--- config.mk ---
export PLATFORM = sky130hd
export DESIGN_NAME = fetch_target_queue_three_pointer
export DESIGN_NICKNAME = d
export VERILOG_FILES = /design/src/design/ftq_pkg.sv /design/src/design/fetch_target_queue_three_pointer.sv
export SDC_FILE = /design/constraint.sdc
export NUM_CORES = 2
export LEC_CHECK = 0
export ABC_CLOCK_PERIOD_IN_PS = 4200
export BUFFER_PORTS_ARGS = -buffer_cell sky130_fd_sc_hd__buf_2
export CAP_MARGIN = 20
export CORE_ASPECT_RATIO = 1.75
export CORE_MARGIN = 8
export CORE_UTILIZATION = 54
export CTS_BUF_LIST = sky130_fd_sc_hd__clkbuf_2
export CTS_CLUSTER_SIZE = 20
export DETAILED_ROUTE_END_ITERATION = 8
export PLACE_DENSITY = 0.71
export SYNTH_ARGS = -nofsm -noshare
export SYNTH_HDL_FRONTEND = slang
export SYNTH_SLANG_ARGS = --single-unit
export TNS_END_PERCENT = 20
--- constraint.sdc ---
create_clock -name clk -period 4.2 [get_ports clk]
set_input_delay 0.63 -clock clk [delete_from_list [all_inputs] [get_ports clk]]
set_output_delay 0.63 -clock clk [all_outputs]
set_load 0.005 [all_outputs]
--- src/design/ftq_pkg.sv ---
// Shared types and constants for the fetch target queue.
package ftq_pkg;

    localparam int DATA_W = 64;
    localparam int CMD_W  = 3;

    typedef enum logic [CMD_W-1:0] {
        CMD_ENQ            = 3'd0,
        CMD_FETCH_USE      = 3'd1,
        CMD_COMMIT_DEQ     = 3'd2,
        CMD_PRECHECK_RESTORE = 3'd3,
        CMD_COMMIT_RESTORE = 3'd4,
        CMD_STATUS         = 3'd5
    } ftq_cmd_t;

    typedef struct packed {
        logic [CMD_W-1:0]  command;
        logic [DATA_W-1:0] entry_data;
    } ftq_req_t;

    typedef struct packed {
        logic [DATA_W-1:0] fetch_head_data;
        logic              fetch_head_valid;
        logic [DATA_W-1:0] commit_head_data;
        logic              commit_head_valid;
        logic              queue_full;
        logic              rejected;
    } ftq_rsp_t;

endpackage

--- src/design/fetch_target_queue_three_pointer.sv ---
// Fetch target queue: circular entry store with write, fetch and commit pointers.
//
// Usage:
//   An item is a command and a payload on request; it is taken at a rising
//   edge where start is high and busy is low. busy stays low, so a new item
//   may be issued every cycle.
//   Each item gives one result on result, marked by done for exactly one
//   cycle, in the cycle right after the item was taken.
//   Throughput is one item per cycle: pointer updates are single increments
//   and both heads are read from the two-read-port entry memory at the edge
//   that takes the item, with the written entry forwarded on a same-slot hit.
//   The receiver cannot stall; a result not taken in its cycle is gone.
//   Reset clears the three pointers and done. The entry memory is not
//   cleared; a head must not be read from a slot that no enqueue has written.
//   Enqueue on a full queue and fetch use or commit dequeue on an empty
//   pointer are ignored and reported through rejected.
module fetch_target_queue_three_pointer #(
    parameter int DEPTH       = 16,
    parameter int ENTRY_WIDTH = 64
) (
    input  logic              clk,
    input  logic              rst_n,
    input  logic              start,
    output logic              busy,
    input  ftq_pkg::ftq_req_t request,
    output logic              done,
    output ftq_pkg::ftq_rsp_t result
);
    import ftq_pkg::*;

    localparam int SW = (DEPTH > 1) ? $clog2(DEPTH) : 1;
    localparam int PW = SW + 1;
    localparam logic [PW-1:0] PTR_LAST = PW'(2 * DEPTH - 1);
    localparam logic [PW-1:0] DEPTH_P  = PW'(DEPTH);

    logic [ENTRY_WIDTH-1:0] mem [DEPTH];

    logic [PW-1:0] w_reg, w_next;
    logic [PW-1:0] f_reg, f_next;
    logic [PW-1:0] c_reg, c_next;

    logic                   done_reg;
    logic                   fv_reg, cv_reg, full_reg, rej_reg;
    logic                   fwd_f_reg, fwd_c_reg;
    logic [ENTRY_WIDTH-1:0] rd_f_reg, rd_c_reg, wdata_reg;

    logic                   accept;
    logic                   full_now;
    logic                   rej_next;
    logic                   wr_en;
    logic [SW-1:0]          wr_slot, rf_slot, rc_slot;
    logic [ENTRY_WIDTH-1:0] wr_data;
    logic [ENTRY_WIDTH-1:0] fetch_raw, commit_raw;

    function automatic logic [PW-1:0] ptr_inc(input logic [PW-1:0] p);
        ptr_inc = (p == PTR_LAST) ? '0 : p + PW'(1);
    endfunction

    function automatic logic [SW-1:0] slot_of(input logic [PW-1:0] p);
        logic [PW-1:0] s;
        s = (p >= DEPTH_P) ? p - DEPTH_P : p;
        slot_of = s[SW-1:0];
    endfunction

    assign busy     = 1'b0;
    assign accept   = start && !busy;
    assign full_now = (c_reg != w_reg) && (slot_of(c_reg) == slot_of(w_reg));
    assign wr_slot  = slot_of(w_reg);
    assign wr_data  = request.entry_data[ENTRY_WIDTH-1:0];

    always_comb
    begin
        w_next   = w_reg;
        f_next   = f_reg;
        c_next   = c_reg;
        rej_next = 1'b0;
        wr_en    = 1'b0;
        case (request.command)
            CMD_ENQ:
            begin
                if (full_now)
                begin
                    rej_next = 1'b1;
                end
                else
                begin
                    wr_en  = accept;
                    w_next = ptr_inc(w_reg);
                end
            end
            CMD_FETCH_USE:
            begin
                if (f_reg == w_reg)
                    rej_next = 1'b1;
                else
                    f_next = ptr_inc(f_reg);
            end
            CMD_COMMIT_DEQ:
            begin
                if (c_reg == w_reg)
                    rej_next = 1'b1;
                else
                    c_next = ptr_inc(c_reg);
            end
            CMD_PRECHECK_RESTORE:
            begin
                w_next = ptr_inc(f_reg);
            end
            CMD_COMMIT_RESTORE:
            begin
                w_next = ptr_inc(c_reg);
                f_next = ptr_inc(c_reg);
            end
            default:
            begin
            end
        endcase
    end

    assign rf_slot = slot_of(f_next);
    assign rc_slot = slot_of(c_next);

    // entry memory: one write port, two registered read ports
    always_ff @(posedge clk)
    begin
        if (wr_en)
            mem[wr_slot] <= wr_data;
        if (accept)
        begin
            rd_f_reg  <= mem[rf_slot];
            rd_c_reg  <= mem[rc_slot];
            fwd_f_reg <= wr_en && (rf_slot == wr_slot);
            fwd_c_reg <= wr_en && (rc_slot == wr_slot);
            wdata_reg <= wr_data;
            fv_reg    <= f_next != w_next;
            cv_reg    <= c_next != w_next;
            full_reg  <= (c_next != w_next) && (rc_slot == slot_of(w_next));
            rej_reg   <= rej_next;
        end
    end

    always_ff @(posedge clk or negedge rst_n)
    begin
        if (!rst_n)
        begin
            w_reg    <= '0;
            f_reg    <= '0;
            c_reg    <= '0;
            done_reg <= 1'b0;
        end
        else
        begin
            done_reg <= accept;
            if (accept)
            begin
                w_reg <= w_next;
                f_reg <= f_next;
                c_reg <= c_next;
            end
        end
    end

    assign fetch_raw  = fwd_f_reg ? wdata_reg : rd_f_reg;
    assign commit_raw = fwd_c_reg ? wdata_reg : rd_c_reg;

    assign done                     = done_reg;
    assign result.fetch_head_data   = fv_reg ? DATA_W'(fetch_raw) : '0;
    assign result.fetch_head_valid  = fv_reg;
    assign result.commit_head_data  = cv_reg ? DATA_W'(commit_raw) : '0;
    assign result.commit_head_valid = cv_reg;
    assign result.queue_full        = full_reg;
    assign result.rejected          = rej_reg;

`ifndef SYNTH
    a_result_follows: assert property (@(posedge clk) disable iff (!rst_n)
        accept |=> done)
        else $error("item taken without a result");

    a_no_spurious: assert property (@(posedge clk) disable iff (!rst_n)
        !accept |=> !done)
        else $error("result without an item");

    a_full_has_head: assert property (@(posedge clk) disable iff (!rst_n)
        (done && result.queue_full) |-> result.commit_head_valid)
        else $error("full queue reported without a commit head");

    a_enq_advances: assert property (@(posedge clk) disable iff (!rst_n)
        (accept && request.command == CMD_ENQ && !full_now) |=> w_reg != $past(w_reg))
        else $error("accepted enqueue did not advance the write pointer");
`endif

endmodule
======== Yosys cells after proc, flatten, opt, wreduce, memory -nomap -nowiden ========
Memories as Yosys holds them, arrays and structs flattened. A register that Yosys moved wholly into a read port is not among the register bits.
Index checks and enable logic that the tools add are counted.
storage, ports and cells
  register bits after elaboration ......... 86
  RAM bits ................................ 1,024
  bits of input ports ..................... 70
  output and inout bits ................... 134
  memories ................................ 1
cells by class
  add/sub/neg operators ................... 8
  magnitude comparators ................... 5
  equality and inequality tests ........... 16
  mux-type cells .......................... 26
  reductions and logical operators ........ 5
memory list
  memory  depth  bits a word  read ports  clocked after Yosys merged registers in  write ports  line                                    source
  mem     16     64           2           2                                        1            fetch_target_queue_three_pointer.sv:36  logic [ENTRY_WIDTH-1:0] mem [DEPTH];
operator list
  kind                                                                 number
  64-bit two-way mux                                                   4
  5-bit two-way mux                                                    7
  5-bit >= comparator (second input constant)                          5
  4-bit two-way mux                                                    5
  4-bit by 1-bit subtractor with 4-bit output (second input constant)  5
  4-bit == test                                                        4
  5-bit by 1-bit adder with 5-bit output (second input constant)       3
  5-bit == test (second input constant)                                3
  5-bit inequality test                                                3
  5-bit case mux with 3 select lines                                   1
  5-bit == test                                                        2
  5-bit case mux with 2 select lines                                   1
  1-bit two-way mux                                                    7
  3-bit by 2-bit == test with 1-bit output (second input constant)     2
  1-bit logical AND                                                    4
  3-bit by 1-bit == test with 1-bit output (second input constant)     1
  3-bit == test (second input constant)                                1
  3-bit logical NOT                                                    1
  1-bit case mux with 3 select lines                                   1

======== Depth between registers and ports, before layout ========
  word-level depth ........................ 10
  gate-level depth with buffers ........... 14
  depth with buffers taken out ............ 11

======== Worst setup path before layout ========
OpenSTA, ideal clock, no wires.
  path kind ............................... input to register
  start ................................... input port request[65] in the netlist's numbering
  end ..................................... memory mem[0][0], enable pin
  library setup time ...................... 0.429 ns
  arrival time ............................ 3.211 ns
  required time ........................... 3.771 ns
  setup slack ............................. 0.561 ns
  cell stages on the path ................. 6
  path buffers ............................ 1
  path through ............................ clkbuf_1 -> or2_2 -> nor2_1 -> nand3_1 -> nor3_1 -> and2_1
between the ends
  word-level cells in the longest chain between the ends .. 4
ends and longest elaborated chain
  what                                     line                                     source
  from (decl)                              fetch_target_queue_three_pointer.sv:25   input ftq_pkg::ftq_req_t request,
  3-bit logical NOT                        fetch_target_queue_three_pointer.sv:78   case (request.command)
  1-bit two-way mux                        fetch_target_queue_three_pointer.sv:78
  1-bit two-way mux                        fetch_target_queue_three_pointer.sv:126  if (wr_en)
  1-bit two-way mux (implied by the code)  fetch_target_queue_three_pointer.sv:127  mem[wr_slot] <= wr_data;
  to (decl)                                fetch_target_queue_three_pointer.sv:36
Every way passes these cells.

==> results.toml <==
[cts]
h-tree-depth = 5
clock_latency_ns = 1.61
tritoncts = "yes"
clock-sinks = 1238
clock_tree.root_cell = "clkbuf_2"
path_clk_slew_ns = 0.12
clk_path_buf_depth = 4
cts_buffers = 288

[die]
die_h_um = 446
die_area_um2 = 117000
initial_core_util_pct = 54.1
pin_count = 204
die_w_um = 262
core_area_um2 = 105000
std_cell_rows = 158

[drt]
drt_iter0_drc = 4448
routedWlPerCell_um = 29.3
num_vias = 38000
vias_per_cell = 6.66
drtPass1Iterations = 6
remaining_drc_errors = 0
antenna_left = 0
wl_um = 167000

[logic_synthesis]
synth_seq_cells = 1238
synthFlopType = "edfxtp_1"
syn-num-nets = 3766
syn_avg_cell_area_um2 = 15.5
synth.yosys.seq_area_share_pct = 65.0
ys_warn_count = 0
netlist_area_um2 = 57000
syn-instance-count = 3687
ys_types = 53
async_reset_ff_share_pct = 1.29
synth_edf_count = 1222

[placement]
pre_cts_slack_ns = 0.361
dp_hpwl_um = 91600
port_buffers = 202
gp_congestion = 0.838

[sta]
skew_ns = 0.118
layout_min_cycle_time_ns = 3.99
final_max_slew_viol_count = 0
fin_setup_tns_ns = 0
setup_ws_ns = 0.211
finalSetupViolCount = 0
report.final.hold_viol_count = 0
relSlewSlack_pct = 27.7
finalCritPeriodShare_pct = 95.0
fmax_mhz = 251
worstMarginPinSlew_ns = 1.08
rsz0062_at_grt = "no"

[worst_hold_path]
min_path_type = "input port to asynchronous set/reset pin"

[worst_setup_path]
rrSetupSlack_ns = 0.41
crit_type = "register to primary output"
critPathLaunchType = "register"
r2r_cells = 11
end_kind = "primary output"
worstPathArrival_ns = 3.36
crit_fanout = 34
reg2reg_from = "c_reg[0]$_DFFE_PN0P_"
reg2reg_to = "rd_f_reg[41]$_DFFE_PP_"
cp.required_ns = 3.57

[global_routing]
grt_pass1_wl_um = 244000
grt_max_degree = 101
antenna_found_initial = 12
track_usage_pct = 28.4
grt_pass1_vias = 39300
overflow = 0

[power_and_ir_drop]
share_clk_of_total_power_pct = 20.5
sw_frac_of_total_pct = 35.5
switchingPower_uw = 12600
p_seq_share_pct = 42.5
power_density_nw_per_um2 = 548
power_frac_comb_pct = 37.0
p_leak_uw = 0.0223
intPower_uw = 22900
irDropWorstVdd_uv = 500

[cells_and_area]
nets = 4254
utilization_pct = 61.4
layout-drive-gt1-share_pct = 26.3
area_growth_pct = 13.5
fillers = 7927
regMostFlops = "mem"
largest_reg_flops = 1024

[run]
maxCapViolations = 0

[run_status]
status = "completed"
final cells by class:
cell class	instances	area (µm²)	share of cell area (%)
Sequential cell	1238	37100	57.3
Multi-Input combinational cell	2137	18800	29.1
Timing Repair Buffer	506	4760	7.35
Antenna cell	4	10.0	0.0155
Inverter	4	15.0	0.0232
Clock buffer	399	2000	3.09
Clock inverter	67	320	0.495
Tap cell	1360	1700	2.63
power by group through the flow:
stage | logic (µW) | registers (µW) | clock network [µW]
2_1_floorplan | 8200 | 15100 | 0
3_3_place_gp | 12700 | 15400 | 0
3_5_place_dp | 12800 | 15400 | 0
4_1_cts | 13000 | 15100 | 7390
5_1_grt | 13900 | 15100 | 7920
6_report | 13100 | 15100 | 7260
cells in the final DEF, fill, tap and decap left out, types with 3 or more instances in the layout:
master,netlist,routed
ha_1,9,9
nor3b_1,5,4
and2_4,0,10
mux2i_1,263,262
o21ai_0,10,10
nand3_1,8,8
dlygate4sd3_1,0,144
edfxtp_1,1222,1222
buf_4,6,71
clkinv_2,0,13
buf_12,0,87
a21oi_1,276,276
a221o_1,64,64
and3_1,12,4
xor2_1,18,18
mux4_2,256,256
nand2_1,338,335
or2_2,3,3
xnor2_1,15,15
clkinv_1,2,50
inv_2,0,4
buf_2,65,201
dfrtp_1,16,16
nor3_1,5,5
nand2_4,0,3
nor2_1,33,31
clkbuf_2,0,399
nor2b_1,262,259
diode_2,0,4
a211oi_1,128,128
nor2b_4,0,3
mux2_2,70,69
o32ai_1,64,64
a22oi_1,258,258
and3_4,0,8
worst max-delay path by stage:
stage / slack, ns / cells after the start / from / end
2_1_floorplan: 0.56 / 6 / request[65] / mem[0][0]$_DFFE_PP_
3_3_place_gp: 0.36 / 9 / request[64] / rd_f_reg[21]$_DFFE_PP_
3_5_place_dp: 0.36 / 13 / request[64] / rd_f_reg[37]$_DFFE_PP_
4_1_cts: 0.000006 / 4 / fwd_f_reg$_DFFE_PP_ / result[114]
5_1_grt: 0.02 / 4 / fwd_f_reg$_DFFE_PP_ / result[114]
6_report: 0.21 / 4 / fwd_f_reg$_DFFE_PP_ / result[114]
per-stage QoR:
stage               total power [µW]  hold WS, ns  cell area, µm²  std cells
finish                         35500        0.253           64700       5715
global route                   36900        0.192           64700       5715
CTS                            35500       0.0385           64700       5711
detailed placement             28200        0.603           60900       5095
global placement               28000        0.601           60900       5094
floorplan                      23300        0.334           57000       3687
worst max-delay path, stage by stage (launching register included):
cell and delay (ns):
edfxtp_1 0.40, buf_6 0.54, mux2i_1 0.17, nor2b_1 0.41
buf_2 0.21
per-layer routing:
layer	global-route usage [%]	routed length, µm	up-vias
li1	-	-	16000
met1	35.2	59200	19100
met2	47.8	83500	2446
met3	5.91	17800	506
met4	12.8	6590	10
met5	0	69	-
Yosys cell counts, types with 2 or more instances:
cell type  number  area (µm²)
nor2b_1       262        1640
ha_1            9         113
nor3b_1         5        37.5
mux2i_1       263        2630
a221o_1        64         641
nor3_1          5        25.0
clkbuf_1      215         807
dfrtp_1        16         400
mux2_2         70         788
buf_2          65         325
a211oi_1      128         961
o32ai_1        64         561
nand2_1       338        1270
and2_1         10        62.6
a21oi_1       276        1380
nor2_1         33         124
nand2b_1        3        18.8
a21boi_0        2        15.0
nand3_1         8        40.0
a22oi_1       258        1940
xnor2_1        15         131
or2_2           3        18.8
clkinv_1        2        7.51
mux4_2        256        5770
and3_1         12        75.1
nand4_1         2        12.5
xor2_1         18         158
edfxtp_1     1222       36700
a22o_1          2        17.5
o22ai_1         2        12.5
buf_1          22        82.6
inv_1           2        7.51
buf_4           6        45.0
o21ai_0        10        50.1
what timing repair did:
action	CTS	global route
buffers inserted	5	0
endpoints found under the hold margin	1329	0
hold buffers	145	0
setup endpoints to repair	47	0
resized for setup	2	0
kinds of logic after synthesis:
| family | Yosys count | synth area share (%) |
|---|---|---|
| AOI/OAI and AO/OA | 818 | 9.99 |
| xor gates and xnor gates | 33 | 0.507 |
| buffers and inverters | 312 | 2.24 |
| muxes | 589 | 16.1 |
| and+or+nand+nor | 687 | 5.92 |
| DFF | 1238 | 65.0 |
| adders and majority gates | 9 | 0.197 |
| other | 1 | 0.00657 |
(Power assumes the default switching activity.)
